==> config.mk <==
export PLATFORM = sky130hd
export DESIGN_NAME = chlorine_dosing_rate_controller
export DESIGN_NICKNAME = d
export VERILOG_FILES = /design/src/rtl/cdrc_pkg.sv /design/src/rtl/chlorine_dosing_rate_controller.sv
export SDC_FILE = /design/constraint.sdc
export NUM_CORES = 1
export LEC_CHECK = 0
export ABC_AREA = 1
export BUFFER_PORTS_ARGS = -buffer_cell sky130_fd_sc_hd__buf_2
export CORE_MARGIN = 3
export CORE_UTILIZATION = 62
export CTS_BUF_LIST = sky130_fd_sc_hd__clkbuf_16
export CTS_CLUSTER_DIAMETER = 50
export DETAILED_ROUTE_END_ITERATION = 10
export GPL_TIMING_DRIVEN = 1
export HOLD_SLACK_MARGIN = 0.05
export PLACE_DENSITY = 0.82
export SYNTH_ARGS = -nofsm -noshare
export SYNTH_HDL_FRONTEND = slang
export SYNTH_SLANG_ARGS = --single-unit
==> constraint.sdc <==
create_clock -name clk -period 15 [get_ports clk]
set_input_delay 2.25 -clock clk [delete_from_list [all_inputs] [get_ports clk]]
set_output_delay 2.25 -clock clk [all_outputs]
set_load 0.1 [all_outputs]
==> src/rtl/cdrc_pkg.sv <==
package cdrc_pkg;

  localparam int CFG_IDX_W = 4;

  localparam logic [CFG_IDX_W-1:0] REG_TARGET_LEVEL     = 4'd0;
  localparam logic [CFG_IDX_W-1:0] REG_HIGH_ALARM_LEVEL = 4'd1;
  localparam logic [CFG_IDX_W-1:0] REG_MAX_RATE_STEP    = 4'd2;
  localparam logic [CFG_IDX_W-1:0] REG_TREND_THRESHOLD  = 4'd3;

  localparam logic [9:0] TARGET_LEVEL_RST     = 10'd200;
  localparam logic [9:0] HIGH_ALARM_LEVEL_RST = 10'd400;
  localparam logic [6:0] MAX_RATE_STEP_RST    = 7'd10;
  localparam logic [9:0] TREND_THRESHOLD_RST  = 10'd50;
  localparam logic [9:0] HIST_OLDEST_RST      = 10'd200;

  localparam logic [1:0] MODE_ALARM    = 2'd0;
  localparam logic [1:0] MODE_REGULATE = 2'd1;
  localparam logic [1:0] MODE_DISABLED = 2'd2;

  localparam logic [6:0]  PCT_MAX       = 7'd100;
  localparam logic [11:0] RAW40_MAX     = 12'd4000;
  localparam logic [15:0] DAMP_OFFSET   = 16'd400;
  // floor(x / 5) = (x * 205) >> 10 holds for every x up to 500.
  localparam logic [17:0] DIV5_RECIP    = 18'd205;

  typedef logic [9:0] level_t;
  typedef logic [6:0] pct_t;

endpackage

==> src/rtl/chlorine_dosing_rate_controller.sv <==
// Items move from the input register to the result register, which drives the outputs.
// Throughput: one item per cycle while out_ready is high and no write is pending; the
// pump rate and history update at each such move, ready for the next item.
// A register write waits until the input register is empty and holds off input meanwhile.
// Reset (rst_n low, synchronous) clears both valid flags, the last pump rate and the
// history (oldest entry 200, others 0), and loads the register defaults.
module chlorine_dosing_rate_controller
  import cdrc_pkg::*;
#(
  parameter int HISTORY_DEPTH = 5
) (
  input  logic                 clk,
  input  logic                 rst_n,
  input  logic                 in_valid,
  output logic                 in_ready,
  input  logic [9:0]           in_flow_lpm,
  input  logic [9:0]           in_chlorine_level,
  input  logic                 in_plant_enabled,
  input  logic                 in_schedule_allows,
  output logic                 out_valid,
  input  logic                 out_ready,
  output logic [6:0]           out_pump_percent,
  output logic [1:0]           out_mode_code,
  input  logic                 cfg_valid,
  output logic                 cfg_ready,
  input  logic [CFG_IDX_W-1:0] cfg_index,
  input  logic [31:0]          cfg_data
);

  level_t target_r, alarm_r, thresh_r;
  pct_t   step_r;

  logic   s1_vld_r;
  level_t s1_flow_r, s1_cl_r;
  logic   s1_plant_r, s1_sched_r;

  logic       out_vld_r;
  pct_t       out_pct_r;
  logic [1:0] out_mode_r;

  pct_t   last_r;
  level_t hist_r [HISTORY_DEPTH];

  logic s1_adv;

  assign s1_adv   = s1_vld_r && (!out_vld_r || out_ready);
  // A pending register write keeps new items out so every item sees settled settings.
  assign in_ready = (!s1_vld_r || s1_adv) && !cfg_valid;
  assign cfg_ready = !s1_vld_r;

  assign out_valid        = out_vld_r;
  assign out_pump_percent = out_pct_r;
  assign out_mode_code    = out_mode_r;

  // Datapath for the item in the input register.
  logic signed [10:0] trend, tdiff;
  logic               rising;
  logic [11:0]        flow3;
  logic signed [15:0] raw40;
  logic [11:0]        raw_c;
  logic [17:0]        prod;
  pct_t               raw_pct;
  logic signed [7:0]  diff, step_s, delta;
  logic signed [8:0]  sum;
  pct_t               rate, pct_nxt;
  logic [1:0]         mode_nxt;

  always_comb begin
    // After the shift the oldest entry is the one now at index 1.
    trend  = $signed({1'b0, s1_cl_r}) - $signed({1'b0, hist_r[1]});
    rising = trend > $signed({1'b0, thresh_r});
    flow3  = {1'b0, s1_flow_r, 1'b0} + {2'b00, s1_flow_r};
    tdiff  = $signed({1'b0, target_r}) - $signed({1'b0, s1_cl_r});
    raw40  = $signed({4'b0000, flow3}) + $signed({{2{tdiff[10]}}, tdiff, 3'b000})
           - (rising ? $signed(DAMP_OFFSET) : 16'sd0);
    if (raw40 < 16'sd0) begin
      raw_c = 12'd0;
    end else if (raw40 > $signed({4'b0000, RAW40_MAX})) begin
      raw_c = RAW40_MAX;
    end else begin
      raw_c = raw40[11:0];
    end
    // Divide by 40 as a shift by 3 and a reciprocal multiply for 5.
    prod    = 18'(raw_c[11:3]) * DIV5_RECIP;
    raw_pct = prod[16:10];
    diff    = $signed({1'b0, raw_pct}) - $signed({1'b0, last_r});
    step_s  = $signed({1'b0, step_r});
    if (diff > step_s) begin
      delta = step_s;
    end else if (diff < -step_s) begin
      delta = -step_s;
    end else begin
      delta = diff;
    end
    sum = $signed({2'b00, last_r}) + $signed({delta[7], delta});
    if (sum < 9'sd0) begin
      rate = 7'd0;
    end else if (sum > $signed({2'b00, PCT_MAX})) begin
      rate = PCT_MAX;
    end else begin
      rate = sum[6:0];
    end
    if (s1_cl_r >= alarm_r) begin
      pct_nxt  = 7'd0;
      mode_nxt = MODE_ALARM;
    end else if (s1_plant_r && s1_sched_r) begin
      pct_nxt  = rate;
      mode_nxt = MODE_REGULATE;
    end else begin
      pct_nxt  = 7'd0;
      mode_nxt = MODE_DISABLED;
    end
  end

  always_ff @(posedge clk) begin
    if (!rst_n) begin
      target_r <= TARGET_LEVEL_RST;
      alarm_r  <= HIGH_ALARM_LEVEL_RST;
      step_r   <= MAX_RATE_STEP_RST;
      thresh_r <= TREND_THRESHOLD_RST;
    end else if (cfg_valid && cfg_ready) begin
      case (cfg_index)
        REG_TARGET_LEVEL:     target_r <= cfg_data[9:0];
        REG_HIGH_ALARM_LEVEL: alarm_r  <= cfg_data[9:0];
        REG_MAX_RATE_STEP:    step_r   <= cfg_data[6:0];
        REG_TREND_THRESHOLD:  thresh_r <= cfg_data[9:0];
        default: ;
      endcase
    end
  end

  always_ff @(posedge clk) begin
    if (!rst_n) begin
      s1_vld_r <= 1'b0;
    end else if (in_ready) begin
      s1_vld_r <= in_valid;
    end else if (s1_adv) begin
      s1_vld_r <= 1'b0;
    end
  end

  always_ff @(posedge clk) begin
    if (in_valid && in_ready) begin
      s1_flow_r  <= in_flow_lpm;
      s1_cl_r    <= in_chlorine_level;
      s1_plant_r <= in_plant_enabled;
      s1_sched_r <= in_schedule_allows;
    end
  end

  always_ff @(posedge clk) begin
    if (!rst_n) begin
      out_vld_r <= 1'b0;
    end else if (s1_adv) begin
      out_vld_r <= 1'b1;
    end else if (out_ready) begin
      out_vld_r <= 1'b0;
    end
  end

  always_ff @(posedge clk) begin
    if (s1_adv) begin
      out_pct_r  <= pct_nxt;
      out_mode_r <= mode_nxt;
    end
  end

  always_ff @(posedge clk) begin
    if (!rst_n) begin
      last_r <= 7'd0;
      for (int i = 0; i < HISTORY_DEPTH; i++) begin
        hist_r[i] <= (i == 0) ? HIST_OLDEST_RST : 10'd0;
      end
    end else if (s1_adv) begin
      last_r <= pct_nxt;
      for (int i = 0; i < HISTORY_DEPTH - 1; i++) begin
        hist_r[i] <= hist_r[i+1];
      end
      hist_r[HISTORY_DEPTH-1] <= s1_cl_r;
    end
  end

  a_pct_range: assert property (@(posedge clk) disable iff (!rst_n)
    out_vld_r |-> out_pct_r <= PCT_MAX)
    else $error("pump rate above 100 percent");

  a_off_modes: assert property (@(posedge clk) disable iff (!rst_n)
    out_vld_r && (out_mode_r == MODE_ALARM || out_mode_r == MODE_DISABLED)
      |-> out_pct_r == 7'd0)
    else $error("pump running in alarm or disabled mode");

  a_last_tracks: assert property (@(posedge clk) disable iff (!rst_n)
    s1_adv |=> last_r == out_pct_r)
    else $error("last pump rate does not match the delivered result");

  a_hist_newest: assert property (@(posedge clk) disable iff (!rst_n)
    s1_adv |=> hist_r[HISTORY_DEPTH-1] == $past(s1_cl_r))
    else $error("history did not take the newest reading");

endmodule
==> results list <==
- In the final routed layout, each cell accounts on average for 14.6 µm.
* Die Outline Area: 0.0167 mm²
- Average footprint of a synthesized cell: around 8.2 µm²
* Maximum buffer depth of the clock tree: 2
- Antenna violations before repair: 1
- Compared with the post-synthesis result, the final layout area differs by 11.1%.
- Clock tree from TritonCTS: yes
- Drt initial violations: 717
* Top-level I/O count: 75
* Residual DRC: 0
* Final setup violation count: 0
- The H-tree was split into 4 levels.
- In this run the critical register-to-register path is launched from s1_cl_r[0].
- Input and output buffers added on the ports amount to 52.
* Total wire length after detailed routing: 20700 µm
- Number of failing hold endpoints at the final stage: 0
* Number of hold buffers added after cts: 0
- Crit path max-delay cell type: sky130_fd_sc_hd__fa_1
* Reg2reg setup slack: 1.24 ns
- R2R Path End: out_pump_percent[4]
- Summed over all nets, the half-perimeter wirelength after detailed placement is between 15000 and 20000 µm.
- Flip-flop and latch count after synthesis: around 120
- Worst Setup Path Type: flop to flop
- Worst Hold Path Cells: 2
* Hold/Removal Path Class: flop to flop
* Fraction of registers with async set or reset after synthesis: 0%
* Count of distinct cell types in the synthesized netlist: 44
- Row count: 44
* Kind of start point of the critical path: flop
- Syn_nets: 1381
* Via count of the first global-routing pass: 7521
- Headroom to the max-slew limit: 52.4%
- In the synthesized netlist the dominant register cell turns out to be sky130_fd_sc_hd__edfxtp_1.
- Slowest cell delay on critical path: between 0.5 and 0.6 ns
- Synthesis handed over a netlist of roughly 1.2k instances.
* Capture endpoint of the worst hold path: alarm_r[9]
* Register area: 0.00305 mm²
- Wire length of the first global-routing pass: 34600 µm
- At the end of the flow, the number of nets in the layout was 1444.
- Share of layout cells above drive strength 1: about 11%
- TNS Setup: 0 ns
- Data required time at the worst endpoint: 15.27 ns
- Along the worst path, the maximum fanout reaches 6.
- Netlist Area Pre-Place: 0.00943 mm²
* Core area: ~0.015 mm²
- Total clock sinks: 117
- Total via count after detailed routing: around 7.7k
* Shortest clock period the worst path allows after layout: 13.76 ns
- The detail route stage leaves a number of antenna-violating nets equal to 0.
- Portion of the post-synthesis area used by sequential elements: 32.4%
- The run finished with clean final reports.
- In the final layout, the multi-input gates occupy 0.00538 mm².
- For the final database, setup skew stands at approximately 0.0075 ns.
- The tool flagged a number of max-cap violations equal to 0.
* Number of buffers inserted during clock tree synthesis: 17
* Clock-pin transition on the worst setup and hold timing paths: about 0.060 ns
- Slew at the pin closest to its max-slew limit: 0.706 ns
- Commonest cells after routing, fill and taps aside: sky130_fd_sc_hd__inv_1 (249), sky130_fd_sc_hd__nand2_1 (150), sky130_fd_sc_hd__ha_1 (146), sky130_fd_sc_hd__nor2_1 (102), sky130_fd_sc_hd__a21oi_1 (101)
- The die is 129 µm wide.
- Summed over all layers, the global routing overflow is 0.
- Counting the fill cells in the layout gives between 1k and 1.5k.
* Via density per instance: 5.48
- Max Clock Freq: 0.0727 GHz
- Max-slew violation count: 0
- Number of enable-type register cells in the synthesized netlist: 71
* Die Y-Extent: ~130 µm
* Most common cell after layout, fill and taps aside: sky130_fd_sc_hd__inv_1
* Worst-skew pair later-pin latency: 0.42 ns
- The Yosys step of the flow raised 0 warnings.
* Overall Global Routing Usage: roughly 26%
* Arrival time of data at the critical path endpoint: around 14 ns
* Pin count of the biggest net entering global routing: 41
- For this configuration, the core starts out at a cell density of 64.2%.
- Final period utilization: between 90% and 100%
- 0 antenna diodes ended up in the layout.
- Source of the worst hold timing path: alarm_r[9]
- Unrepaired setup endpoints after global routing: false
- Routability-driven placement finished with a final weighted congestion of 0.910.
- The cell sitting at the root of the clock tree is a sky130_fd_sc_hd__clkbuf_16.
* Total iterations of the first detailed-routing run: 8
- Worst reg2reg path depth: 78
- STA classifies the critical path endpoint as a flop.
==> worst max path at each step <==
stage | start | endpoint | slack (ns)
after detailed placement | s1_cl_r[0] | out_pump_percent[4] | 1.33
after CTS | s1_cl_r[0] | out_pump_percent[4] | 1.16
after global routing | s1_cl_r[0] | out_pump_percent[0] | 0.16
final | s1_cl_r[0] | out_pump_percent[4] | 1.24
after global placement | s1_cl_r[0] | out_pump_percent[0] | 1.61
after floorplan | s1_cl_r[0] | out_pump_percent[6] | 3.15
==> critical path: cells and delay by family, from the launching register on <==
family / cells / cell delay (ns)
adder cells (fa/ha/maj): 14 / 4.88
AO/OA/AOI/OAI: 21 / 3.62
AND/OR/NAND/NOR: 27 / 2.76
XOR/XNOR: 5 / 1.01
buffers and inverters: 11 / 0.95
flip-flops: 1 / 0.42
==> logic make-up after synthesis <==
group | share of synthesized area (%)
AO/OA/AOI/OAI | 12.3
XOR/XNOR | 4.55
adder cells (fa/ha/maj) | 23.4
buffers and inverters | 10.6
flip-flops | 32.4
AND/OR/NAND/NOR | 16.8
==> cell usage after synthesis, types with 4 or more instances <==
library cell,count,share of area (%)
sky130_fd_sc_hd__o211ai_1,4,0.32
sky130_fd_sc_hd__a21o_1,7,0.56
sky130_fd_sc_hd__a21oi_1,101,5.4
sky130_fd_sc_hd__nand2_1,150,6.0
sky130_fd_sc_hd__o21bai_1,11,0.88
sky130_fd_sc_hd__nor3_1,5,0.27
sky130_fd_sc_hd__nand3_1,36,1.9
sky130_fd_sc_hd__nor2_1,103,4.1
sky130_fd_sc_hd__fa_1,19,4.0
sky130_fd_sc_hd__o21ai_0,64,3.4
sky130_fd_sc_hd__nand4_1,10,0.66
sky130_fd_sc_hd__nand2_2,17,1.1
sky130_fd_sc_hd__ha_1,146,19
sky130_fd_sc_hd__xor2_1,36,3.3
sky130_fd_sc_hd__inv_1,249,9.9
sky130_fd_sc_hd__a31oi_1,4,0.27
sky130_fd_sc_hd__clkbuf_1,11,0.44
sky130_fd_sc_hd__dfxtp_1,46,9.8
sky130_fd_sc_hd__edfxtp_1,71,23
sky130_fd_sc_hd__a211oi_1,4,0.32
sky130_fd_sc_hd__xnor2_1,13,1.2
sky130_fd_sc_hd__nand3_2,5,0.53
==> through the flow <==
stage	utilization (%)	setup slack [ns]	hold WS (ns)	area (µm²)	cells
2_1_floorplan	-	3.15	0.435	9430	1153
3_3_place_gp	67.4	1.61	0.449	9910	1381
3_5_place_dp	67.4	1.33	0.456	9910	1381
4_1_cts	71.3	1.16	0.464	10500	1413
5_1_grt	71.3	0.156	0.491	10500	1413
6_report	71.3	1.24	0.470	10500	1413
==> layer usage <==
metal | GRT usage (%) | wire [µm] | up-vias
met4 | 9.02 | 538 | 0
met2 | 43.4 | 9770 | 269
met3 | 4.58 | 1370 | 52
met1 | 34.3 | 9000 | 3541
li1 | - | - | 3884
met5 | 0 | 0 | -
==> layout make-up <==
cell class,instances,share of cell area (%)
clock buffers,17,4.06
multi-input cells,770,51.3
inverters,254,9.09
repair buffers,56,2.77
clock inverters,15,1.42
flip-flops and latches,117,29.1
well taps,184,2.20
==> state kept, by name, summed over array words and instances (netlist names) <==
name,flops
alarm_r,10
hist_r,40
last_r,7
out_mode_code,2
out_pump_percent,7
out_valid,1
s1_cl_r,10
s1_flow_r,10
s1_plant_r,1
s1_sched_r,1
s1_vld_r,1
step_r,7
target_r,10
thresh_r,10
==> timing repair <==
action                     CTS  global route
setup buffers                0             0
setup endpoints to repair    0             8
gates resized for setup      0             1
Power is left out: the tool's default activity adds up to more than one toggle a clock period on the data nets, which glitch-free logic cannot reach.
